===== src/hdl/frq_pkg.sv =====
// ---------------------------------------------------------------------------
// frq_pkg
// types and constants shared by the frame ring queue modules
// ---------------------------------------------------------------------------
`timescale 1ns / 1ps
`default_nettype none

package frq_pkg;

    localparam int SLOTS       = 16;
    localparam int FRAME_BYTES = 64;
    // one spare buffer beyond the ring serves as the staging buffer
    localparam int BUFS        = SLOTS + 1;
    localparam int BUF_W       = $clog2(BUFS);
    localparam int SLOT_W      = $clog2(SLOTS);
    localparam int CNT_W       = $clog2(SLOTS + 1);
    localparam int LEN_W       = 7;
    localparam int POS_W       = (FRAME_BYTES > 1) ? $clog2(FRAME_BYTES) : 1;
    localparam int MEM_DEPTH   = BUFS * FRAME_BYTES;
    localparam int ADDR_W      = $clog2(MEM_DEPTH);
    localparam int CFG_W       = 5;
    localparam int CFG_RESET   = 16;
    localparam int CMDQ_DEPTH  = 2;
    localparam int CMDQ_AW     = $clog2(CMDQ_DEPTH);

    typedef enum logic [2:0] {
        ST_READ_OK   = 3'd0,
        ST_EMPTY     = 3'd1,
        ST_STORED    = 3'd2,
        ST_OVERWRITE = 3'd3,
        ST_DROPPED   = 3'd4
    } status_t;

    typedef enum logic {
        CMD_RESULT = 1'b0,
        CMD_READ   = 1'b1
    } cmd_kind_t;

    typedef struct packed {
        logic             action;
        logic [7:0]       data_byte;
        logic             frame_end;
        logic [LEN_W-1:0] read_limit;
    } in_item_t;

    typedef struct packed {
        logic [7:0]       out_byte;
        logic             byte_valid;
        logic             run_last;
        logic [LEN_W-1:0] frame_length;
        status_t          status;
    } out_item_t;

    typedef struct packed {
        logic [BUF_W-1:0] bid;
        logic [LEN_W-1:0] len;
    } slot_entry_t;

    typedef struct packed {
        cmd_kind_t        kind;
        logic [BUF_W-1:0] bid;
        logic [LEN_W-1:0] count;
        logic [LEN_W-1:0] len;
        status_t          status;
    } cmd_t;

    typedef struct packed {
        logic             en;
        logic [BUF_W-1:0] bid;
        logic [POS_W-1:0] pos;
        logic [7:0]       data;
    } mem_wr_t;

    typedef struct packed {
        logic             active;
        logic [BUF_W-1:0] bid;
    } rd_busy_t;

endpackage

`default_nettype wire


===== src/hdl/frq_cmd_fifo.sv =====
// ---------------------------------------------------------------------------
// frq_cmd_fifo
// short command queue between front and back, with a buffer-in-use lookup
// ---------------------------------------------------------------------------
`timescale 1ns / 1ps
`default_nettype none

module frq_cmd_fifo (
    input  wire logic                         aclk,
    input  wire logic                         aresetn,
    input  wire logic                         push,
    input  wire frq_pkg::cmd_t                push_cmd,
    output logic                              full,
    input  wire logic                         pop,
    output logic                              empty,
    output frq_pkg::cmd_t                     pop_cmd,
    input  wire logic [frq_pkg::BUF_W-1:0]    chk_bid,
    output logic                              hit
);

    frq_pkg::cmd_t               ent_reg [frq_pkg::CMDQ_DEPTH];
    logic [frq_pkg::CMDQ_DEPTH-1:0] vld_reg, vld_next;
    logic [frq_pkg::CMDQ_AW-1:0] wr_ptr_reg;
    logic [frq_pkg::CMDQ_AW-1:0] rd_ptr_reg;

    assign full    = vld_reg[wr_ptr_reg];
    assign empty   = !vld_reg[rd_ptr_reg];
    assign pop_cmd = ent_reg[rd_ptr_reg];

    always_comb begin
        hit = 1'b0;
        for (int i = 0; i < frq_pkg::CMDQ_DEPTH; i++) begin
            if (vld_reg[i] && (ent_reg[i].kind == frq_pkg::CMD_READ)
                    && (ent_reg[i].bid == chk_bid)) begin
                hit = 1'b1;
            end
        end
    end

    always_comb begin
        vld_next = vld_reg;
        if (pop) begin
            vld_next[rd_ptr_reg] = 1'b0;
        end
        if (push) begin
            vld_next[wr_ptr_reg] = 1'b1;
        end
    end

    always_ff @(posedge aclk) begin
        if (push) begin
            ent_reg[wr_ptr_reg] <= push_cmd;
        end
    end

    always_ff @(posedge aclk) begin
        if (!aresetn) begin
            vld_reg    <= '0;
            wr_ptr_reg <= '0;
            rd_ptr_reg <= '0;
        end else begin
            vld_reg <= vld_next;
            if (pop) begin
                rd_ptr_reg <= rd_ptr_reg + frq_pkg::CMDQ_AW'(1);
            end
            if (push) begin
                wr_ptr_reg <= wr_ptr_reg + frq_pkg::CMDQ_AW'(1);
            end
        end
    end

endmodule

`default_nettype wire


===== config.mk =====
export PLATFORM = sky130hd
export DESIGN_NAME = frq_cmd_fifo
export DESIGN_NICKNAME = d
export VERILOG_FILES = /design/src/hdl/frq_pkg.sv /design/src/hdl/frq_cmd_fifo.sv
export SDC_FILE = /design/constraint.sdc
export NUM_CORES = 1
export LEC_CHECK = 0
export ABC_AREA = 1
export BUFFER_PORTS_ARGS = -buffer_cell sky130_fd_sc_hd__buf_2
export CAP_MARGIN = 5
export CORE_MARGIN = 2
export CORE_UTILIZATION = 45
export CTS_CLUSTER_DIAMETER = 100
export DETAILED_ROUTE_END_ITERATION = 8
export PLACE_DENSITY_LB_ADDON = 0.1
export SYNTH_ARGS = -nofsm -noshare
export SYNTH_HDL_FRONTEND = slang
export SYNTH_SLANG_ARGS = --single-unit

===== constraint.sdc =====
create_clock -name aclk -period 5.4 [get_ports aclk]
set_input_delay 1.35 -clock aclk [delete_from_list [all_inputs] [get_ports aclk]]
set_output_delay 1.35 -clock aclk [all_outputs]
set_load 0.1 [all_outputs]

# After elaboration in Yosys (flattened, before gate mapping)
# Memories as Yosys holds them, arrays and structs flattened. A register that Yosys moved wholly into a read port is not among the register bits.
# Cells that the tools add are included.
word_totals:
  rom_bits: 0
  output_inout_bits: 26
  wordCells: 38
  latch_bits: 0
  n_memories: 1
  mem_bits_rw: 46
  ff_bits: 4
classes:
  shifts: 0
  n_mux: 16
  reduce_logical: 7
  eq_ne: 2
  n_lt_le_gt_ge: 4
  n_addsub: 2
  n_mul: 0
  bitwise: 3
  div: 0
mem_list:
  columns: ["memory", "words", "word_bits", "read_ports", "rd_clocked_by_memory_dff", "wr", "line_no", "text"]
  rows:
  - ["ent_reg", 2, 23, 3, 1, 1, "frq_cmd_fifo.sv:21", "frq_pkg::cmd_t ent_reg [frq_pkg::CMDQ_DEPTH];"]
op_table:
  columns: ["op", "n"]
  rows:
  - ["$mux W1", 12]
  - ["$eq A5 B5 Y1", 2]
  - ["$logic_and A1 B1 Y1", 6]
  - ["$lt A1 B2 Y1 const B", 2]
  - ["$mux W2", 2]
  - ["$add A1 B1 Y1 const B", 2]
  - ["$and A2 B2 Y2", 1]
  - ["$demux W1 S1", 2]
  - ["$ge A1 B1 Y1 const B", 2]
  - ["$not A2 Y2", 1]
  - ["$or A2 B2 Y2", 1]
  - ["$logic_not A1 Y1", 1]

# Logic depth before layout (Yosys ltp)
depth:
  depth_word: 9
  depth_mapped: 6

# Least setup slack after synthesis
# Ideal clock, no wire load.
synth_path:
  path_type: "register -> output"
  start: "register (tool-made name)"
  end: "output port pop_cmd[18] (netlist bit)"
  n_path_buf: 2
  setup_slack_ns: 1.376
  t_required_ns: 4.050
  t_arrival_ns: 2.674
  stages_incl_launch_ff: 4
  cell_sequence: "dfxtp_1 buf_6 buf_6 o21ai_0"
synth_lines:
  columns: ["element", "line_no", "text"]
  rows:
  - ["to (decl)", "frq_cmd_fifo.sv:16", "output frq_pkg::cmd_t pop_cmd,"]

# Worst setup path after layout
layout_path:
  start: "input port chk_bid[2] (netlist bit)"
  end: "output port hit"
layout_via:
  elab_chain_cells: 4
layout_lines:
  columns: ["element", "line_no", "text"]
  rows:
  - ["from (decl)", "frq_cmd_fifo.sv:17", "input wire logic [frq_pkg::BUF_W-1:0] chk_bid,"]
  - ["$eq A5 B5 Y1", "frq_cmd_fifo.sv:34", "&& (ent_reg[i].bid == chk_bid)) begin"]
  - ["$logic_and A1 B1 Y1", "frq_cmd_fifo.sv:34", null]
  - ["$mux W1", "frq_cmd_fifo.sv:33", "if (vld_reg[i] && (ent_reg[i].kind == frq_pkg::CMD_READ)"]
  - ["$mux W1 (*)", "frq_cmd_fifo.sv:33", null]
  - ["to (decl)", "frq_cmd_fifo.sv:18", "output logic hit"]
# Every way passes the cells marked *; elsewhere a longest branch is shown, timed or not.

==> key figures <==
Worst hold path
  • HP Start: vld_reg[0]
  • Hold crit path type: reg -> reg
  • Hold path depth: 2
  • Hold worst-path end: vld_reg[0]

Worst setup path
  • CP bufs+invs: 3
  • Delay-heaviest family, CP: buffers and inverters
  • Worst r2r path cells: 2
  • CP Data Arrival Time: 2.26 ns
  • Worst reg2reg endpoint: ent_reg[1][1]
  • Worst setup EP type: output port
  • Cell repeated most along the worst path: nand2_1
  • WP data required: 4.05 ns
  • RR Startpoint: wr_ptr_reg
  • Internal reg-to-reg setup slack: 3.84 ns
  • Setup CP Type: in -> out
  • Setup crit start kind: input pin
  • Critical-path top delay cell: buf_2
  • Critical path startpoint: chk_bid[2]
  • CP peak stage delay: 0.41 ns
  • Critical path peak fanout: 3
  • Crit path cell chain: buf_2 -> inv_1 -> nand2_1 -> nand2_1 -> nor2_1 -> nand3_1 -> nand2_1 -> buf_2

Die
  • Die Ht: 72.6 microns
  • DIE WIDTH: 72.6 microns
  • Die area: 0.00527 sq mm
  • Initial cell density of the core: 0.477
  • Num ports: 58
  • Core region area: 0.00444 sq mm
  • FP Rows: 24

CTS
  • Insertion delay to the later sink of the worst-skew pair: 0.29 ns
  • Clock sink total: 51
  • Reg clk slew, reported paths: 0.08 ns
  • Clk buf depth: 2
  • # Post-CTS Setup Buffers: 0
  • CTS root buf: clkbuf_8
  • TritonCTS Buffers: 5
  • CTS resizes: 0
  • Hold buffers post-CTS: 0
  • H-tree depth: 2
  • CTS tree: yes

Logic synthesis
  • Yosys warnings: 0
  • Share of Yosys cell area claimed by the top area cell type: 0.652
  • Synth area leaders: edfxtp_1 (65%), mux2_4 (8.5%), nand2_1 (6.7%)
  • Syn_nets: 190
  • Cell variety after synth: 13
  • Synth Instances: 158
  • Post-synth top cells: edfxtp_1 (46), nand2_1 (38), inv_1 (20), nor2_1 (14), mux2_4 (12)
  • Number of synthesized flops with an enable pin: 46
  • Area leader, netlist: edfxtp_1
  • Mean post-synth cell area: 13.4 sq um
  • Async SR Flop Fraction: 0
  • Most used DFF post-synth: edfxtp_1
  • #FFs+latches synth: 51
  • Post-synthesis sequential area ratio: 0.699
  • Syn Std Cell Area: 0.00212 sq mm
  • Count leader, synth: edfxtp_1

Timing
  • Crit path time final: 3.61 ns
  • Endpoints failing hold: 0
  • Final worst slack: 1.79 ns
  • # setup viols final: 0
  • RSZ-0062 raised after global routing: false
  • Final Skew: 0.00355 ns
  • FMAX: 277 MHz
  • Worst-Margin Slew: 0.948 ns
  • Final period utilization: 0.669
  • Setup TNS Final: 0 ns
  • Rel. slew slack: 0.367
  • Max-slew violations: 0

Placed design
  • Number of port buffers: 57
  • Detailed Place HPWL: 2490 microns
  • Place WS: 1.79 ns
  • GPL Wtd Cong: 0.873

GRT
  • Pin count of the biggest net entering global routing: 25
  • Number of global-route vias before repair: 1,312
  • First-pass GRT wire length: 5580 microns
  • Initial antenna violation count: 0
  • Global Route Usage Sum: 0.141
  • Remaining Overflow, GRT: 0

Detailed routing
  • Post-route ant nets: 0
  • Total Wirelength: 3440 microns
  • DR vias: 1,324
  • Vias per inst: 4.83
  • Mean routed wirelength per cell: 12.6 microns
  • DR DRC count: 0
  • 1st-iter DRT viols: 42
  • Detailed Routing Iterations Pass 1: 5

Pwr
  • Worst vdd ir: 214 uV
  • Pwr/cell area: 360 mW/mm^2
  • Leakage: 1.13 nW

Finish
  • Fin nets: 253
  • # diodes: 0
  • Layout cell share with drive strength beyond 1: 0.387
  • Number of flip-flops in the largest register: 46
  • Area growth from synthesis to layout: 20.4%

Status
  • Status: completed

Job
  • MaxCap Viol Count: 0
## placed cells by master, fill, tap and decap left out
master,instances
dfxtp_1,5
nand3_1,2
buf_4,2
nor3_1,1
o21ai_0,7
buf_2,57
inv_1,20
a21oi_1,3
nor2_1,13
nand2_1,38
clkinv_1,1
bufinv_16,1
mux2_2,7
nor2_2,1
clkbuf_8,5
edfxtp_1,46
mux2_4,12
clkinv_2,1
## area by class of cell
type                       instances  area [sq um]
timing repair buffer              59           300
fill                             368          1890
clock buffer                       5          68.8
inverter                          20          75.1
tap                               52          65.1
clock inverter                     3          38.8
sequential                        51          1480
multi-input combinational         84           522
## worst min-delay path, delay by kind of cell (launching register included)
family         cells  cell delay [ns]
flip-flops         1             0.33
AO/OA/AOI/OAI      2             0.14
## layer usage
layer / GRT usage / up-vias / share of wire
li1: - / 659 / -
met5: 0 / - / 0
met3: 0.0442 / 4 / 0.066
met1: 0.170 / 607 / 0.41
met2: 0.238 / 54 / 0.51
met4: 0.0494 / 0 / 0.0093
## worst max-delay path by stage
stage | endpoint | cells after the start
2_1_floorplan | pop_cmd[18] | 3
3_3_place_gp | hit | 8
3_5_place_dp | hit | 8
4_1_cts | hit | 8
5_1_grt | hit | 8
6_report | hit | 8
## cell families after synthesis
logic type | count (synthesis) | synth area share
AO/OA/AOI/OAI | 10 | 0.0236
buffers and inverters | 23 | 0.0555
flip-flops | 51 | 0.699
multiplexers | 19 | 0.122
AND/OR/NAND/NOR | 55 | 0.0992
## through the flow
stage | hold slack (ns) | cells | total power (W) | utilization | cell area, sq um
after floorplan | 0.461 | 158 | 0.000650 | - | 2120
after global placement | 0.486 | 266 | 0.000681 | 0.550 | 2440
after detailed placement | 0.494 | 266 | 0.000685 | 0.550 | 2440
after CTS | 0.507 | 274 | 0.000931 | 0.574 | 2550
after global routing | 0.540 | 274 | 0.000955 | 0.574 | 2550
final | 0.508 | 274 | 0.000919 | 0.574 | 2550
## where the power goes
part / leakage, nW / internal [W] / switching (W) / total, W
Combinational: 0.605 / 0.0000445 / 0.000166 / 0.000210
Sequential: 0.473 / 0.000454 / 0.0000103 / 0.000464
Clock: 0.0556 / 0.000136 / 0.000110 / 0.000245
Total: 1.13 / 0.000634 / 0.000285 / 0.000919
Note: power is estimated with default switching activity, not from simulation.
