File: config.mk
export PLATFORM = sky130hd
export DESIGN_NAME = frq_front
export DESIGN_NICKNAME = d
export VERILOG_FILES = /design/src/hdl/frq_pkg.sv /design/src/hdl/frq_front.sv
export SDC_FILE = /design/constraint.sdc
export NUM_CORES = 1
export LEC_CHECK = 0
export BUFFER_PORTS_ARGS = -buffer_cell sky130_fd_sc_hd__buf_2
export CAP_MARGIN = 20
export CORE_ASPECT_RATIO = 0.9
export CORE_MARGIN = 4
export CORE_UTILIZATION = 50
export DETAILED_ROUTE_END_ITERATION = 8
export HOLD_SLACK_MARGIN = 0.12
export PLACE_DENSITY = 0.8
export SLEW_MARGIN = 20
export SYNTH_ARGS = -nofsm -noshare
export SYNTH_HDL_FRONTEND = slang
export SYNTH_SLANG_ARGS = --single-unit
File: constraint.sdc
create_clock -name aclk -period 15.53 [get_ports aclk]
set_input_delay 0.7765 -clock aclk [delete_from_list [all_inputs] [get_ports aclk]]
set_output_delay 0.7765 -clock aclk [all_outputs]
set_load 0.01 [all_outputs]
File: src/hdl/frq_pkg.sv
// ---------------------------------------------------------------------------
// frq_pkg
// types and constants shared by the frame ring queue modules
// ---------------------------------------------------------------------------
`timescale 1ns / 1ps
`default_nettype none

package frq_pkg;

    localparam int SLOTS       = 16;
    localparam int FRAME_BYTES = 64;
    // one spare buffer beyond the ring serves as the staging buffer
    localparam int BUFS        = SLOTS + 1;
    localparam int BUF_W       = $clog2(BUFS);
    localparam int SLOT_W      = $clog2(SLOTS);
    localparam int CNT_W       = $clog2(SLOTS + 1);
    localparam int LEN_W       = 7;
    localparam int POS_W       = (FRAME_BYTES > 1) ? $clog2(FRAME_BYTES) : 1;
    localparam int MEM_DEPTH   = BUFS * FRAME_BYTES;
    localparam int ADDR_W      = $clog2(MEM_DEPTH);
    localparam int CFG_W       = 5;
    localparam int CFG_RESET   = 16;
    localparam int CMDQ_DEPTH  = 2;
    localparam int CMDQ_AW     = $clog2(CMDQ_DEPTH);

    typedef enum logic [2:0] {
        ST_READ_OK   = 3'd0,
        ST_EMPTY     = 3'd1,
        ST_STORED    = 3'd2,
        ST_OVERWRITE = 3'd3,
        ST_DROPPED   = 3'd4
    } status_t;

    typedef enum logic {
        CMD_RESULT = 1'b0,
        CMD_READ   = 1'b1
    } cmd_kind_t;

    typedef struct packed {
        logic             action;
        logic [7:0]       data_byte;
        logic             frame_end;
        logic [LEN_W-1:0] read_limit;
    } in_item_t;

    typedef struct packed {
        logic [7:0]       out_byte;
        logic             byte_valid;
        logic             run_last;
        logic [LEN_W-1:0] frame_length;
        status_t          status;
    } out_item_t;

    typedef struct packed {
        logic [BUF_W-1:0] bid;
        logic [LEN_W-1:0] len;
    } slot_entry_t;

    typedef struct packed {
        cmd_kind_t        kind;
        logic [BUF_W-1:0] bid;
        logic [LEN_W-1:0] count;
        logic [LEN_W-1:0] len;
        status_t          status;
    } cmd_t;

    typedef struct packed {
        logic             en;
        logic [BUF_W-1:0] bid;
        logic [POS_W-1:0] pos;
        logic [7:0]       data;
    } mem_wr_t;

    typedef struct packed {
        logic             active;
        logic [BUF_W-1:0] bid;
    } rd_busy_t;

endpackage

`default_nettype wire

File: src/hdl/frq_front.sv
// ---------------------------------------------------------------------------
// frq_front
// accepts words, stages frame bytes, keeps ring bookkeeping, issues commands
// ---------------------------------------------------------------------------
`timescale 1ns / 1ps
`default_nettype none

module frq_front (
    input  wire logic                         aclk,
    input  wire logic                         aresetn,
    input  wire logic                         cfg_valid,
    output logic                              cfg_ready,
    input  wire logic [frq_pkg::CFG_W-1:0]    cfg_data,
    input  wire logic                         s_valid,
    output logic                              s_ready,
    input  wire frq_pkg::in_item_t            s_data,
    output logic                              push,
    output frq_pkg::cmd_t                     push_cmd,
    input  wire logic                         q_full,
    input  wire logic                         q_hit,
    output logic [frq_pkg::BUF_W-1:0]         chk_bid,
    input  wire frq_pkg::rd_busy_t            busy,
    output frq_pkg::mem_wr_t                  wr
);

    logic [frq_pkg::CFG_W-1:0]  slots_reg, slots_next;
    logic [frq_pkg::SLOT_W-1:0] head_reg, head_next;
    logic [frq_pkg::CNT_W-1:0]  held_reg, held_next;
    logic [frq_pkg::LEN_W-1:0]  fill_reg, fill_next;
    logic                       too_long_reg, too_long_next;
    logic [frq_pkg::BUF_W-1:0]  stage_reg, stage_next;
    frq_pkg::slot_entry_t       map_reg  [frq_pkg::SLOTS];
    frq_pkg::slot_entry_t       map_next [frq_pkg::SLOTS];

    logic [frq_pkg::CNT_W-1:0]  ring_n;
    logic [frq_pkg::CNT_W:0]    tail_sum;
    logic [frq_pkg::SLOT_W-1:0] tail_slot;
    logic [frq_pkg::CNT_W-1:0]  head_plus;
    logic [frq_pkg::SLOT_W-1:0] head_wrap;
    logic [frq_pkg::SLOT_W-1:0] sel_slot;
    frq_pkg::slot_entry_t       entry;
    logic                       hazard;
    logic                       fire;
    logic                       cfg_fire;
    logic                       room;
    logic [frq_pkg::LEN_W-1:0]  new_len;
    logic                       drop;
    logic [frq_pkg::LEN_W-1:0]  limit_sat;
    logic [frq_pkg::LEN_W-1:0]  count;

    // ring size clamps to 1..SLOTS
    always_comb begin
        if (slots_reg == '0) begin
            ring_n = frq_pkg::CNT_W'(1);
        end else if (int'(slots_reg) > frq_pkg::SLOTS) begin
            ring_n = frq_pkg::CNT_W'(frq_pkg::SLOTS);
        end else begin
            ring_n = frq_pkg::CNT_W'(slots_reg);
        end
    end

    // head + held stays below twice the ring size, one subtract wraps it
    assign tail_sum  = {1'b0, frq_pkg::CNT_W'(head_reg)} + {1'b0, held_reg};
    assign tail_slot = (tail_sum >= {1'b0, ring_n})
                     ? frq_pkg::SLOT_W'(tail_sum - {1'b0, ring_n})
                     : frq_pkg::SLOT_W'(tail_sum);
    assign head_plus = frq_pkg::CNT_W'(head_reg) + frq_pkg::CNT_W'(1);
    assign head_wrap = (head_plus == ring_n) ? '0 : frq_pkg::SLOT_W'(head_plus);

    assign sel_slot = s_data.action ? head_reg : tail_slot;
    assign entry    = map_reg[sel_slot];

    // staging buffer may still be streamed by an earlier read
    assign chk_bid   = stage_reg;
    assign hazard    = q_hit || (busy.active && (busy.bid == stage_reg));
    assign cfg_ready = 1'b1;
    assign cfg_fire  = cfg_valid && cfg_ready;
    assign s_ready   = !q_full && !hazard && !cfg_valid;
    assign fire      = s_valid && s_ready;

    assign room      = fill_reg < frq_pkg::LEN_W'(frq_pkg::FRAME_BYTES);
    assign new_len   = room ? fill_reg + frq_pkg::LEN_W'(1) : fill_reg;
    assign drop      = too_long_reg || !room;
    assign limit_sat = (s_data.read_limit > frq_pkg::LEN_W'(frq_pkg::FRAME_BYTES))
                     ? frq_pkg::LEN_W'(frq_pkg::FRAME_BYTES) : s_data.read_limit;
    assign count     = (limit_sat < entry.len) ? limit_sat : entry.len;

    always_comb begin
        slots_next    = slots_reg;
        head_next     = head_reg;
        held_next     = held_reg;
        fill_next     = fill_reg;
        too_long_next = too_long_reg;
        stage_next    = stage_reg;
        map_next      = map_reg;
        push          = 1'b0;
        push_cmd      = '{kind: frq_pkg::CMD_RESULT, bid: '0, count: '0, len: '0,
                          status: frq_pkg::ST_READ_OK};
        wr.en         = fire && !s_data.action && room;
        wr.bid        = stage_reg;
        wr.pos        = frq_pkg::POS_W'(fill_reg);
        wr.data       = s_data.data_byte;

        if (cfg_fire) begin
            slots_next    = cfg_data;
            head_next     = '0;
            held_next     = '0;
            fill_next     = '0;
            too_long_next = 1'b0;
        end else if (fire) begin
            if (!s_data.action) begin
                if (room) begin
                    fill_next = new_len;
                end else begin
                    too_long_next = 1'b1;
                end
                if (s_data.frame_end) begin
                    fill_next     = '0;
                    too_long_next = 1'b0;
                    push          = 1'b1;
                    if (drop) begin
                        push_cmd.status = frq_pkg::ST_DROPPED;
                    end else begin
                        // commit by swapping the staging buffer into the tail slot
                        map_next[tail_slot] = '{bid: stage_reg, len: new_len};
                        stage_next          = entry.bid;
                        push_cmd.len        = new_len;
                        if (held_reg >= ring_n) begin
                            head_next       = head_wrap;
                            push_cmd.status = frq_pkg::ST_OVERWRITE;
                        end else begin
                            held_next       = held_reg + frq_pkg::CNT_W'(1);
                            push_cmd.status = frq_pkg::ST_STORED;
                        end
                    end
                end
            end else begin
                push = 1'b1;
                if (held_reg == '0) begin
                    push_cmd.status = frq_pkg::ST_EMPTY;
                end else begin
                    head_next    = head_wrap;
                    held_next    = held_reg - frq_pkg::CNT_W'(1);
                    push_cmd.len = entry.len;
                    if (count != '0) begin
                        push_cmd.kind  = frq_pkg::CMD_READ;
                        push_cmd.bid   = entry.bid;
                        push_cmd.count = count;
                    end
                end
            end
        end
    end

    always_ff @(posedge aclk) begin
        if (!aresetn) begin
            slots_reg    <= frq_pkg::CFG_W'(frq_pkg::CFG_RESET);
            head_reg     <= '0;
            held_reg     <= '0;
            fill_reg     <= '0;
            too_long_reg <= 1'b0;
            stage_reg    <= frq_pkg::BUF_W'(frq_pkg::SLOTS);
            for (int i = 0; i < frq_pkg::SLOTS; i++) begin
                map_reg[i] <= '{bid: frq_pkg::BUF_W'(i), len: '0};
            end
        end else begin
            slots_reg    <= slots_next;
            head_reg     <= head_next;
            held_reg     <= held_next;
            fill_reg     <= fill_next;
            too_long_reg <= too_long_next;
            stage_reg    <= stage_next;
            map_reg      <= map_next;
        end
    end

endmodule

`default_nettype wire

# ---- After elaboration in Yosys (flattened, before gate mapping)
# Cells that the tools add are included.
dict set report word_totals {
  regBits 219
  in_bits 34
  out_inout_bits 51
  word_cells 134
}
dict set report classes {
  addsub 6
  magnitude_cmp 9
  eq_ne 6
  muxes 43
  bitwise_logic 6
  reduce_logical 26
}
# operator n
set op_table {}
lappend op_table {{$bwmux W192} 1}
lappend op_table {{$bmux W12 S4} 1}
lappend op_table {{$demux W12 S4} 1}
lappend op_table {{$mux W23} 2}
lappend op_table {{$mux W7} 6}
lappend op_table {{$mux W12} 3}
lappend op_table {{$mux W5} 7}
lappend op_table {{$mux W4} 8}
lappend op_table {{$mux W13} 2}
lappend op_table {{$mux W10} 2}
lappend op_table {{$mux W20} 1}
lappend op_table {{$reduce_and A5 Y1} 3}
lappend op_table {{$eq A5 B5 Y1} 2}
lappend op_table {{$ge A5 B5 Y1 const B} 2}
lappend op_table {{$logic_not A5 Y1} 2}
lappend op_table {{$not A4 Y5} 2}
lappend op_table {{$mux W1} 8}
lappend op_table {{$ne A2 B2 Y1 const B} 4}
lappend op_table {{$add A7 B1 Y7 const B} 1}
lappend op_table {{$gt A7 B7 Y1 const B} 1}
lappend op_table {{$logic_and A1 B1 Y1} 7}
lappend op_table {{$lt A7 B7 Y1} 1}
lappend op_table {{$lt A7 B7 Y1 const B} 1}
lappend op_table {{$reduce_bool A7 Y1} 1}
lappend op_table {{16 further kinds} 27}

# ---- Longest topological paths before layout
# Gate-level depths: netlist of run 1.
dict set report logic_depth {
  ltp_word 18
  depth_mapped 28
  ltp_nobuf 24
}

# ---- Worst setup path before layout of run 1
# OpenSTA, ideal clock, no wires.
dict set report synth_path {
  path_kind {reg2out}
  startpoint {register head_reg[2] (netlist bit)}
  endpoint {output port push_cmd[17] (netlist bit)}
  arrival_ps 5939
  required_time_ps 14754
  path_slack_ps 8814
  stages_incl_launch_ff 26
  n_path_buf 5
  cell_sequence {dfxtp_1 -> ha_1 -> and3_1 -> or3_1 -> and2_1 -> clkbuf_1 -> ha_1 -> and3_1 -> a222oi_1 -> o2bb2ai_1 -> or2_1 -> buf_6 -> buf_4 -> buf_4 -> buf_4 -> mux2i_1 -> o22ai_1 -> a211oi_1 -> ha_1 -> a21oi_1 -> nor2b_1 -> o21ai_0 -> o21ai_0 -> a211oi_4 -> and4b_4 -> a2111oi_1}
}
# item line_no
set synth_rtl {}
lappend synth_rtl {{start, declared} frq_front.sv:27} ;# logic [frq_pkg::SLOT_W-1:0] head_reg, head_next;
lappend synth_rtl {{start signal, assigned} frq_front.sv:168} ;# head_reg <= head_next;
lappend synth_rtl {{end, declared} frq_front.sv:18} ;# output frq_pkg::cmd_t push_cmd,

==> flow_summary.json, run 1 <==
{
  "drt-initial-drc-count": 850,
  "cellLeakagePower_nw": 5.87,
  "routed_wl_um": 30400,
  "h-tree-depth": 1,
  "cp-start-kind": "flip-flop",
  "synth_edf_count": 0,
  "nNetsFinal": 1375,
  "gr-usage-all-layers_pct": 22.6,
  "die_area_mm2": 0.0261,
  "synth_compound_area_share_pct": 16.9,
  "num_vias": 9591,
  "status": "finished clean",
  "holdCritStartpoint": "map_reg[169]$_SDFFE_PN0P_",
  "reg2reg_setup_slack_ns": 9.96,
  "met2_usage_pct": 35.3,
  "multiInputGateArea_mm2": 0.00669,
  "antenna_cells": 0,
  "yosysSeqAreaShare_pct": 37.2,
  "cts.path.max_buffers": 3,
  "synth_top_family_by_area": "simple AND/OR/NAND/NOR gates",
  "powerDensity_mw_per_mm2": 96.2,
  "largest_reg_flops": 192,
  "synthAdderAreaFrac_pct": 3.16,
  "rsz0062_at_grt": "no",
  "whs_path_depth": 2,
  "cts_setup_buffers": 0,
  "synth_xor_xnor_area_share_pct": 2.08,
  "syn_area_per_cell_um2": 8.96,
  "clockPowerShare_pct": 46.2,
  "ant_nets": 0,
  "area_growth_pct": 9.42,
  "num_rows": 53,
  "antenna_found_initial": 0,
  "setup_tns_ns": 0,
  "drc": 0,
  "ys_dominant_reg_cell": "dfxtp_1",
  "placed_area_mm2": 0.0121,
  "synth_top_area_share_pct": 37.2,
  "skew_ns": 0.0153,
  "clkSinkCount": 219,
  "ys_seq_elements": 219,
  "criticalPathCategory": "flip-flop to primary output",
  "dr.pass1.iters": 5,
  "finalPower_mw": 1.24,
  "holdPathEnd": "map_reg[169]$_SDFFE_PN0P_",
  "grt_pass1_vias": 9205,
  "period_minus_slack_ns": 8.45,
  "maxCapViolCount": 0,
  "p_int_mw": 0.948,
  "tightest_slew_ns": 1.16,
  "synth.area.top_cells": "dfxtp_1 (37%), mux2i_1 (14%), nand2_1 (5.6%)",
  "switchingPower_mw": 0.292,
  "design_area_mm2": 0.0129,
  "ys_async_sr_fraction_pct": 0,
  "max_freq_ghz": 0.118,
  "gr-usage-met1_pct": 32.9,
  "cts_hold_buf": 0,
  "io_buffers": 67,
  "irDropWorstVdd_mv": 0.0898,
  "worstRegToRegCells": 18,
  "r2r_end": "chk_bid[0]$_SDFFE_PN0P_",
  "synth_mux_area_share_pct": 16.6,
  "power_frac_seq_pct": 45.5,
  "crit_fanout": 54,
  "end_kind": "primary output",
  "die_x_um": 170,
  "post_drt_wl_per_cell_um": 18.7,
  "drive_above_1_share_pct": 13.6,
  "sw_frac_of_total_pct": 23.6,
  "grt-ovfl-total": 0,
  "gp_congestion": 0.976,
  "finalMaxSlewViolations": 0,
  "core_area_mm2": 0.0233,
  "cts_tree": "built",
  "hold_path.class": "flip-flop to flip-flop",
  "finalSetupViolCount": 0,
  "slew_headroom_pct": 22.3,
  "syn_area_mm2": 0.0118,
  "combPwrFrac_pct": 8.3,
  "clk_latency_ns": 0.51,
  "required_ns": 14.75,
  "stdcell_count": 1630,
  "crit_arrival_ns": 7.68,
  "n_fill_cell": 2056,
  "grt_max_degree": 79,
  "worstReg2RegStart": "head_reg[0]$_SDFFE_PP0P_",
  "seq_area_mm2": 0.00438,
  "busiest_layer": "met2",
  "start_util_pct": 50.6,
  "die_h_um": 154,
  "ys_warn_count": 0,
  "clkTransAtPathRegs_ns": 0.06,
  "ys_types": 81,
  "synthSimpleGateAreaFrac_pct": 17.9,
  "viasPerCell": 5.88,
  "cts_made_buffers": 22,
  "cts.repair.resized": 0,
  "grt_pass1_wl_um": 48800,
  "io_pins": 85,
  "hpwl_um": 20500,
  "cts-root-buf": "clkbuf_16",
  "grtUsageMet3_pct": 2.96,
  "synthCells": 1315,
  "utilization_pct": 55.4,
  "syn_nets": 1377,
  "synth.largest_area_cell": "dfxtp_1",
  "dpl.cell_count": 1590,
  "hold_violations": 0,
  "fin_crit_sh_pct": 54.4
}
## cells in the final DEF, fill, tap and decap left out, types with 5 or more instances in the layout
| cell type | Yosys | routed |
|---|---|---|
| dfxtp_1 | 219 | 219 |
| nand2_1 | 176 | 176 |
| mux2i_1 | 168 | 168 |
| nor2_1 | 106 | 103 |
| buf_2 | 25 | 66 |
| o211a_1 | 62 | 62 |
| nor2b_1 | 59 | 59 |
| a21oi_1 | 44 | 44 |
| inv_1 | 29 | 28 |
| o21ai_0 | 27 | 27 |
| buf_4 | 25 | 27 |
| ha_1 | 25 | 25 |
| a211oi_1 | 23 | 23 |
| clkbuf_16 | 0 | 23 |
| nand3_1 | 22 | 22 |
| xnor2_1 | 15 | 15 |
| xor2_1 | 13 | 13 |
| and2_1 | 14 | 13 |
| a21o_1 | 11 | 11 |
| nor3_1 | 11 | 11 |
| mux2_2 | 11 | 11 |
| o22ai_1 | 10 | 10 |
| or2_2 | 7 | 8 |
| a22oi_1 | 8 | 8 |
| and3_1 | 7 | 7 |
| nand4_1 | 7 | 7 |
| a211o_1 | 7 | 7 |
| nand2b_1 | 6 | 6 |
| o22a_1 | 6 | 6 |
| mux4_2 | 6 | 6 |
| clkbuf_8 | 0 | 6 |
| a31oi_1 | 5 | 5 |
| a311oi_1 | 5 | 5 |
| o21a_1 | 5 | 5 |
| a2111oi_1 | 5 | 5 |
## logic make-up after synthesis
family	count (synthesis)
DFF	219
other	1
adders and majority gates	28
AOI/OAI and AO/OA	256
and+or+nand+nor	447
buffers and inverters	150
xor gates and xnor gates	28
muxes	186
## cell usage after synthesis (all sizes together) (8+ instances only)
cell    instances
dfxtp         219
nand2         178
mux2i         168
nor2          107
buf            62
o211a          62
nor2b          59
clkbuf         57
a21oi          45
inv            30
o21ai          28
ha             25
a211oi         24
nand3          22
nor3           15
xnor2          15
and2           14
xor2           13
mux2           12
a21o           11
o22ai          10
a22oi           8
or2             8
## routing by layer
layer	wire length, um	vias to the layer above
met1	13900	4588
met3	2260	56
met2	13500	339
li1	-	4608
met4	711	0
met5	0	-
## power groups by stage
stage	Clock [mW]	Combinational, mW	Sequential, mW
final	0.573	0.104	0.564
after global routing	0.600	0.110	0.564
after CTS	0.578	0.101	0.564
after detailed placement	0	0.101	0.577
after global placement	0	0.0998	0.577
after floorplan	0	0.0802	0.576
## cell type report
type / count / share of cell area (%)
Clock buffer: 31 / 5.16
Clock inverter: 8 / 0.941
Inverter: 31 / 0.903
Multi-Input combinational cell: 946 / 51.9
Sequential cell: 219 / 34.0
Tap cell: 302 / 2.93
Timing Repair Buffer: 93 / 4.13
## worst max-delay path, cell delays in order (launching register included)
cell and delay (ns):
dfxtp_1 0.48, ha_1 0.25, inv_1 0.06, fa_1 0.39
xor2_1 0.32, inv_1 0.18, ha_1 0.41, and3_1 0.19
a222oi_1 0.33, buf_4 0.26, o2bb2ai_1 0.35, or2_2 0.22
buf_4 0.60, mux2_1 0.39, a22o_1 0.23, or4_4 0.55
inv_1 0.09, ha_1 0.22, and4_1 0.19, o21ai_0 0.10
o21ai_0 0.20, a211oi_4 0.25, and4b_4 0.28, a211oi_1 0.37
buf_2 0.21
## stage by stage
step	setup WS (ns)	hold slack [ns]
finish	7.08	0.456
global route	6.78	0.478
CTS	7.16	0.455
detailed placement	7.71	0.446
global placement	7.87	0.442
floorplan	8.81	0.430
## worst max path at each step
stage,to,cells after the start,slack (ns),startpoint
floorplan,push_cmd[17],25,8.81,head_reg[2]$_SDFFE_PP0P_
finish,push_cmd[22],24,7.08,head_reg[0]$_SDFFE_PP0P_
detailed placement,push_cmd[22],24,7.71,head_reg[0]$_SDFFE_PP0P_
CTS,push_cmd[22],24,7.16,head_reg[0]$_SDFFE_PP0P_
global placement,push_cmd[22],24,7.87,head_reg[0]$_SDFFE_PP0P_
global route,push_cmd[22],24,6.78,head_reg[0]$_SDFFE_PP0P_
No activity file was read; power rests on OpenSTA's default activity.
==> run 2, diff against run 1 <==
==> constraint.sdc (replaced) <==
create_clock -name aclk -period 7.9 [get_ports aclk]
set_input_delay 0.395 -clock aclk [delete_from_list [all_inputs] [get_ports aclk]]
set_output_delay 0.395 -clock aclk [all_outputs]
set_load 0.01 [all_outputs]
==> run 2 against run 1 <==
Effect of this change: power is 95% higher; highest routed layer unchanged; register-to-register slack worse by 7.5 ns; sequential share of layout area is 0.076 points lower; hold slack worse by 0.29 ns; routed wire length is 2.2% higher; critical path depth stayed put; non-clock buffer count is 4 higher; critical endpoint unchanged; die area stayed put; combinational power is 98% higher; utilization is 0.14 points higher; final area is 0.25% higher.
==> flow_summary.json, run 2 (same netlist as run 1, synthesis figures left out) <==
{
  "status": "finished clean",
  "viasPerCell": 6.00,
  "io_buffers": 67,
  "clkSinkCount": 219,
  "clockPowerShare_pct": 45.7,
  "crit_fanout": 33,
  "setup_ws_ns": 0.324,
  "slew_headroom_pct": 21.8,
  "power_frac_seq_pct": 45.8,
  "cp-start-kind": "flip-flop",
  "design_area_mm2": 0.0129,
  "drt-initial-drc-count": 906,
  "hpwl_um": 20700,
  "drive_above_1_share_pct": 13.7,
  "grt_pass1_wl_um": 50400,
  "placed_area_mm2": 0.0121,
  "antenna_cells": 0,
  "fin_crit_sh_pct": 95.9,
  "drc": 0,
  "post_drt_wl_per_cell_um": 19.0,
  "maxCapViolCount": 0,
  "largest_reg_flops": 192,
  "skew_ns": 0.0162,
  "crit_arrival_ns": 7.18,
  "cts-root-buf": "clkbuf_16",
  "layout_common_cells": "dfxtp_1 (218), nand2_1 (175), mux2i_1 (168)",
  "routed_wl_um": 31100,
  "finalMaxSlewViolations": 0,
  "stdcell_count": 1634,
  "switchingPower_mw": 0.574,
  "ant_nets": 0,
  "worstRegToRegCells": 17,
  "num_vias": 9804,
  "cts.path.max_buffers": 3,
  "tightest_slew_ns": 1.17,
  "core_area_mm2": 0.0233,
  "end_kind": "primary output",
  "grt_max_degree": 83,
  "cts_tree": "built",
  "setup_tns_ns": 0,
  "utilization_pct": 55.5,
  "nNetsFinal": 1379,
  "die_area_mm2": 0.0261,
  "h-tree-depth": 1,
  "cellLeakagePower_nw": 5.87,
  "p_int_mw": 1.85,
  "powerDensity_mw_per_mm2": 188,
  "die_h_um": 154,
  "hold_path.class": "primary input to flip-flop",
  "dp_slack_ns": 0.877,
  "period_minus_slack_ns": 7.58,
  "grt-ovfl-total": 0,
  "max_freq_ghz": 0.132,
  "area_growth_pct": 9.70,
  "clkTransAtPathRegs_ns": 0.06,
  "antenna_found_initial": 0,
  "criticalPathCategory": "flip-flop to primary output",
  "io_pins": 85,
  "dr.pass1.iters": 7,
  "required_ns": 7.51,
  "gr-usage-all-layers_pct": 23.3,
  "finalSetupViolCount": 0,
  "final_common_cell": "dfxtp_1",
  "grt_pass1_vias": 9603,
  "holdWs_ns": 0.165,
  "gp_congestion": 0.975,
  "whs_path_depth": 3,
  "clk_latency_ns": 0.51,
  "sw_frac_of_total_pct": 23.7,
  "cts_made_buffers": 22,
  "dpl.cell_count": 1594,
  "cts_setup_buffers": 0,
  "finalPower_mw": 2.42,
  "die_x_um": 170,
  "irDropWorstVdd_mv": 0.165,
  "combPwrFrac_pct": 8.5,
  "hold_violations": 0,
  "num_rows": 53,
  "start_util_pct": 50.6
}
==> run 2: changes by cell type in the layout (fill, tap and decap cells not counted), moves of 2 or more <==
cell / previous run / this run
clkbuf_1: 2 / 4
clkbuf_8: 6 / 4
clkinv_2: 3 / 1
buf_6: 0 / 2
clkinvlp_4: 1 / 4
==> run 2: worst paths after layout <==
kind,to,slack [ns],startpoint
max,push_cmd[22],0.32,head_reg[2]$_SDFFE_PP0P_
min,slots_reg[1]$_SDFFE_PN0P_,0.16,cfg_data[1]
max reg2reg,chk_bid[0]$_SDFFE_PN0P_,2.48,head_reg[2]$_SDFFE_PP0P_
min reg2reg,map_reg[170]$_SDFFE_PN0P_,0.46,map_reg[170]$_SDFFE_PN0P_
==> run 2: power groups by stage <==
| stage | logic [mW] | clock network [mW] | registers, mW |
|---|---|---|---|
| 5_1_grt | 0.221 | 1.16 | 1.11 |
| 4_1_cts | 0.201 | 1.12 | 1.11 |
| 3_5_place_dp | 0.199 | 0 | 1.13 |
| 6_report | 0.206 | 1.11 | 1.11 |
| 3_3_place_gp | 0.196 | 0 | 1.13 |
| 2_1_floorplan | 0.158 | 0 | 1.13 |
==> run 2: layer usage <==
metal	routed length [um]	vias to the layer above	global-route usage [%]
li1	-	4624	-
met1	13700	4673	32.3
met2	13800	436	36.7
met3	2670	71	4.14
met4	923	0	7.97
met5	0	-	0
==> run 2: layout make-up <==
type,instances,area [um2]
multi-input cells,946,6700
well taps,302,378
fillers,2020,10400
inverters,31,116
clock buffers,31,646
flip-flops and latches,219,4390
repair buffers,97,573
clock inverters,8,125
==> run 2: timing repair <==
action	CTS	global route
hold buffers	1	0
endpoints found under the hold margin	1	0
endpoints found under the setup margin	0	13
resized for setup	0	4
==> run 2: worst max-delay path, cell delays in order (launching register included) <==
cell and delay (ns):
dfxtp_1 0.47, ha_1 0.35, and3_1 0.22, or3_1 0.38, and2_1 0.25, ha_1 0.35
and3_1 0.20, a222oi_1 0.36, buf_4 0.26, o2bb2ai_1 0.13, buf_4 0.19, or2_2 0.17
buf_6 0.31, mux4_2 0.56, a22o_1 0.19, a311o_1 0.36, inv_1 0.10, ha_1 0.23
and4_1 0.15, o21ai_0 0.09, o21ai_0 0.19, a211oi_4 0.25, and4b_4 0.28, a211oi_1 0.37
buf_2 0.21
